### config.mk
export PLATFORM = sky130hd
export DESIGN_NAME = tjc_mul64
export DESIGN_NICKNAME = d
export VERILOG_FILES = /design/src/rtl/core/tandem_junction_counter_macros.svh /design/src/rtl/core/tjc_mul64.sv
export SDC_FILE = /design/constraint.sdc
export NUM_CORES = 2
export LEC_CHECK = 0
export BUFFER_PORTS_ARGS = -buffer_cell sky130_fd_sc_hd__buf_4
export CAP_MARGIN = 20
export CORE_MARGIN = 3
export CORE_UTILIZATION = 35
export CTS_BUF_LIST = sky130_fd_sc_hd__clkbuf_8
export CTS_CLUSTER_SIZE = 40
export DETAILED_ROUTE_END_ITERATION = 7
export PLACE_DENSITY = 0.5
export SLEW_MARGIN = 15
export SYNTH_ARGS = -nofsm -noshare
export SYNTH_HDL_FRONTEND = slang
export SYNTH_SLANG_ARGS = --single-unit
### constraint.sdc
create_clock -name clk -period 17 [get_ports clk]
set_input_delay 1.7 -clock clk [delete_from_list [all_inputs] [get_ports clk]]
set_output_delay 1.7 -clock clk [all_outputs]
set_load 0.05 [all_outputs]
### src/rtl/core/tandem_junction_counter_macros.svh
// Assertion macros used by the tandem junction counter top level.
`ifndef TANDEM_JUNCTION_COUNTER_MACROS_SVH
`define TANDEM_JUNCTION_COUNTER_MACROS_SVH

// Checks that a condition implies a consequence in the same cycle.
`define TJC_ASSERT_IMP(label, clk, rst_n, cond, conseq) \
    label: assert property (@(posedge clk) disable iff (!rst_n) (cond) |-> (conseq)) \
        else $error("tjc assertion failed");

// Checks that a condition implies a consequence in the next cycle.
`define TJC_ASSERT_NEXT(label, clk, rst_n, cond, conseq) \
    label: assert property (@(posedge clk) disable iff (!rst_n) (cond) |=> (conseq)) \
        else $error("tjc assertion failed");

`endif

### src/rtl/core/tjc_mul64.sv
// 64x64 multiplier (low 64 bits) built from 32-bit partial products over cycles.
module tjc_mul64
(
    input  logic        clk,
    input  logic        rst_n,
    input  logic        start,
    input  logic [63:0] a,
    input  logic [63:0] b,
    output logic        done,
    output logic [63:0] product
);
    logic [1:0]  step_reg, step_next;
    logic        busy_reg, busy_next;
    logic [63:0] a_reg, b_reg;
    logic [63:0] acc_reg, acc_next;
    logic [31:0] op_a, op_b;
    logic [63:0] pp;
    logic        done_reg;

    // Step 0: lo*lo, step 1: hi(a)*lo(b), step 2: lo(a)*hi(b).
    always_comb
    begin
        unique case (step_reg)
            2'd0:
            begin
                op_a = a_reg[31:0];
                op_b = b_reg[31:0];
            end
            2'd1:
            begin
                op_a = a_reg[63:32];
                op_b = b_reg[31:0];
            end
            default:
            begin
                op_a = a_reg[31:0];
                op_b = b_reg[63:32];
            end
        endcase
        pp = {32'd0, op_a} * {32'd0, op_b};
    end

    always_comb
    begin
        busy_next = busy_reg;
        step_next = step_reg;
        acc_next  = acc_reg;
        if (busy_reg)
        begin
            if (step_reg == 2'd0)
            begin
                acc_next = pp;
            end
            else
            begin
                acc_next = acc_reg + {pp[31:0], 32'd0};
            end
            if (step_reg == 2'd2)
            begin
                busy_next = 1'b0;
                step_next = 2'd0;
            end
            else
            begin
                step_next = step_reg + 2'd1;
            end
        end
        else if (start)
        begin
            busy_next = 1'b1;
            step_next = 2'd0;
        end
    end

    always_ff @(posedge clk or negedge rst_n)
    begin
        if (!rst_n)
        begin
            busy_reg <= 1'b0;
            step_reg <= 2'd0;
            done_reg <= 1'b0;
        end
        else
        begin
            busy_reg <= busy_next;
            step_reg <= step_next;
            done_reg <= busy_reg && (step_reg == 2'd2);
        end
    end

    always_ff @(posedge clk)
    begin
        acc_reg <= acc_next;
        if (start && !busy_reg)
        begin
            a_reg <= a;
            b_reg <= b;
        end
    end

    assign product = acc_reg;
    assign done    = done_reg;
endmodule

After elaboration in Yosys (flattened, before gate mapping)
Cells that the tools add are included.

$add $sub $neg: 2. Multiply operators: 1. Eq/ne operators: 2. Muxes and demuxes: 9. Reduce and logical (&&, ||, !) cells: 6.

Operator list (count): 64-bit adder (1); 32-bit by 32-bit multiplier with 64-bit output (1); 32-bit two-way mux (2); 64-bit two-way mux (1); 2-bit two-way mux (3); 1-bit two-way mux (3); 2-bit by 1-bit adder with 2-bit output (second input constant) (1); 2-bit by 1-bit == test with 1-bit output (second input constant) (1); 2-bit == test (second input constant) (1); 1-bit logical AND (2); 2-bit logical NOT (1); 2-bit nonzero test (1); 2-bit OR reduction (1); 1-bit logical NOT (1).

Flip-flop bits (word level): 196. Input bits: 131.

Longest topological paths before layout
Depth after elaboration: 6. Mapped depth: 38. Mapped depth without buffers: 35.

Worst setup path before layout
Ideal clock, no wire load.

Kind: register -> register. Start point: reg step_reg[0]. End point: reg acc_reg[63] (netlist: product[63]), data pin. Arrival: 9175 ps. Required time: 16742 ps. Path slack: 7567 ps. Stages on the path, launching flop included: 36. Path buffers: 3. Clock period less this slack: 9433 ps. Path through: dfrtp_1 -> nor2b_1 -> buf_2 -> buf_2 -> buf_1 -> mux2i_1 -> nor2_1 -> fa_1 -> inv_1 -> fa_1 -> fa_1 -> fa_1 -> inv_1 -> fa_1 -> inv_1 -> fa_1 -> inv_1 -> fa_1 -> fa_1 -> ha_1 -> nand2_1 -> nor2_1 -> nand2_1 -> a211o_1 -> nand2_1 -> a21oi_1 -> xnor2_1 -> ha_1 -> a21o_1 -> a21o_1 -> a21oi_1 -> nor2_1 -> or3_1 -> a311oi_2 -> xnor2_1 -> a21oi_1.

Longest elaborated chain between the ends: 6. Elaborated cells on any way between the ends: 8. Classes of those cells: add/sub (1); mul (1); eq/ne (1); mux (3); reduce/logical (2).

Ends and longest elaborated chain: start, declared (RTL line tjc_mul64.sv:12) `logic [1:0] step_reg, step_next;`; start signal, assigned (RTL line tjc_mul64.sv:86) `step_reg <= step_next;`; 2-bit by 1-bit == test with 1-bit output / 2-bit logical NOT (equally long branches) (RTL line tjc_mul64.sv:23, tjc_mul64.sv:50); 2-bit OR reduction (no source line); 32-bit two-way mux (RTL line tjc_mul64.sv:23) `unique case (step_reg)`; 32-bit by 32-bit multiplier with 64-bit output (RTL line tjc_mul64.sv:40) `pp = {32'd0, op_a} * {32'd0, op_b};`; 64-bit adder (RTL line tjc_mul64.sv:56) `acc_next = acc_reg + {pp[31:0], 32'd0};`; 64-bit two-way mux (*) (RTL line tjc_mul64.sv:50) `if (step_reg == 2'd0)`; end signal, assigned (RTL line tjc_mul64.sv:93) `acc_reg <= acc_next;`; end, declared (RTL line tjc_mul64.sv:15) `logic [63:0] acc_reg, acc_next;`.

Mark *: on every way between the ends. The rest lies on a longest branch, timed or not. A chain may end at the register's enable or synchronous reset.

Worst setup path after layout
Start point: reg step_reg[1]. End point: reg acc_reg[63] (netlist: product[63]), data pin.

Same word-level chain as after synthesis.

==> key figures <==
Status
  – Status: finished clean

Finish
  – Area Growth Syn to Fin: 8.94%
  – # fillers: between 10,000 and 15,000
  – Layout cells sized above 1: 0.0925
  – Nets: 5,767
  – Most frequent cells in the layout: 897 x fa_1, 896 x inv_1, 737 x nand2_1
  – Commonest non-fill, non-tap cell in the layout: fa_1

CTS
  – CTS Hold Buffers Added: 0
  – TritonCTS clock tree: done
  – # Post-CTS Setup Buffers: 0
  – Root Driver: clkbuf_8
  – Cts repair resizes: 0
  – Clock buffer depth: 2
  – Clk Latency, worst-skew pair: approximately 0.67 ns
  – CTS H-tree lvls: 4
  – Total CTS buffers: 17
  – Clock sinks: between 150 and 200
  – Worst-path clk slew: around 0.12 ns

STA
  – Endpoints failing setup: 0
  – Final Skew: 0.0390 ns
  – Max-slew headroom: 0.200
  – Final hold vios: 0
  – Final TNS setup: 0 ns
  – Fmax: 0.0867 GHz
  – Slew at the pin closest to its max-slew limit: 1.17 ns
  – Fin crit share: 0.678
  – RSZ-0062 raised after global routing: no
  – Final Critical Period: 11.53 ns
  – Final Max Tran Viols: 0

Synth
  – Register area share after synthesis: 0.142
  – Syn avg cell area: 9.48 um2
  – Area leader, netlist: fa_1
  – Library cells used by synthesis: 75
  – Post-synth EDFFs: 192
  – Mapped Area: 41,300 um2
  – Ys async rst share: 0.0204
  – Synth area leaders: fa_1 43%, edfxtp_1 14%, ha_1 9.0%, inv_1 8.1%, nand2_1 6.7%
  – Area fraction of the dominant cell type after synthesis: 0.434
  – Dominant synthesized flop cell: edfxtp_1
  – Yosys warns: 0
  – Synthesized Nets: 5,684
  – Register bit total from synthesis: 196
  – Synth Instances: 4,360

Hold path
  – Worst Hold Class: register to register
  – Hold path startpoint: step_reg[0]
  – Worst Hold Path EP: done
  – Hold Path Stages: 1

Global route
  – GR Overflow Total: 0
  – Number of global-route vias before repair: 32,300
  – Global-route wire length before repair: 212,000 um
  – Largest net degree at the start of global routing: 72
  – Antenna violations before repair: 2
  – Total GRT Usage: 0.237

Drt
  – Number of remaining DRC errors: 0
  – Routed length per instance: 23.7 um
  – Via density per instance: 5.13
  – Wire length on met3: 11,000 um
  – Routed wl met2: 63,400 um
  – Vias post-DR: 30,700
  – ANT nets after route: 0
  – WL met1: 62,300 um
  – Pre-Repair DR Iteration Count: 7
  – WL final: 142,000 um
  – Max Used Layer: met4
  – Drt first-iter violations: approximately 2,200

Setup path
  – Critical Path Fanout Max: 42
  – Reg-to-Reg End: product[63]
  – Worst Path Required: 17.39 ns
  – Count of buffer and inverter cells on the critical path: 3
  – CP arrival: 11.92 ns
  – R2R depth: 31
  – Reg2reg setup slack: around 5.5 ns
  – RR Startpoint: step_reg[1]
  – Worst stage delay on the critical path: 0.81 ns
  – Critical path type: register to register
  – Top delay family on crit path: adder cells
  – Slowest stage cell, crit path: nor2b_4
  – Most common cell on crit path: fa_1
  – Crit start category: register
  – CP Capture Type: register

Floorplan
  – I/O Pins: 196
  – Die H: 350 um
  – Standard-cell rows: 125
  – DIE AREA: 122,000 um2
  – CORE AREA: roughly 120,000 um2
  – Initial core utilization: 0.354
  – Die width: around 350 um

Placed design
  – PortBufs: 195
  – HPWL Detailed: 115,000 um
  – Routability cong.: between 0.9 and 1

Flow run
  – Maxcap violations: 0
==> cells in the mapped netlist (all sizes together), types with 20 or more instances <==
cell type / count
mux2: 61
nand2: 737
mux2i: 57
o21ai: 70
xor2: 30
nand4: 21
fa: 897
nand2b: 20
edfxtp: 192
and2: 49
inv: 895
nand3: 21
nor2: 427
buf: 25
a21o: 44
ha: 296
xnor2: 52
clkbuf: 175
a21oi: 110
==> cell families (layout without fill, tap and decap cells) <==
logic type	count (synthesis)	in the layout	synth area share
simple gates	1336	1336	0.131
xor+xnor	82	82	0.0174
buf+inv	1095	1191	0.101
compound gates	340	340	0.0539
other cells	0	3	0
flops	196	196	0.142
mux	118	118	0.0304
fa+ha+maj	1193	1193	0.524
==> final cells by class <==
class                           instances  area, um2  area share
Clock buffer                           18        248     0.00550
Inverter                              895       3360      0.0746
Sequential cell                       196       5870       0.130
Tap cell                             1524       1910      0.0424
Antenna cell                            3       7.51    0.000167
Timing Repair Buffer                  264       1980      0.0440
Clock inverter                         14        196     0.00436
Multi-Input combinational cell       3069      31500       0.699
==> worst register-to-register path, delay by kind of cell, from the launching register on <==
family / cells / cell delay (ns)
AOI/OAI and AO/OA: 7 / 1.36
buffers and inverters: 3 / 0.84
adders and majority gates: 10 / 4.80
xor gates and xnor gates: 2 / 0.59
DFF: 1 / 0.74
muxes: 1 / 0.88
and+or+nand+nor: 8 / 2.04
==> routing by layer <==
metal,GRT usage,up-vias
li1,-,13400
met5,0,-
met3,0.0489,170
met1,0.329,16000
met4,0.0775,0
met2,0.371,1087
==> how the worst max path moves through the flow <==
stage,from,end,slack [ns],cells past startpoint
2_1_floorplan,step_reg[0],product[63],7.57,35
5_1_grt,step_reg[1],product[63],5.07,33
6_report,step_reg[1],product[63],5.47,31
3_5_place_dp,step_reg[1],product[63],5.38,33
3_3_place_gp,step_reg[1],product[63],5.59,33
4_1_cts,step_reg[1],product[63],5.32,33
==> through the flow <==
step	cells	cell area, um2	setup WS [ns]	utilization	hold slack (ns)
2_1_floorplan	4360	41300	7.57	-	0.486
3_3_place_gp	5947	44500	5.59	0.382	0.678
3_5_place_dp	5947	44600	5.38	0.382	0.691
4_1_cts	5979	45000	5.32	0.386	0.713
5_1_grt	5981	45000	5.07	0.386	0.746
6_report	5983	45000	5.47	0.386	0.708
Power is left out: the tool's default activity adds up to more than one toggle a clock period on the data nets, which glitch-free logic cannot reach.
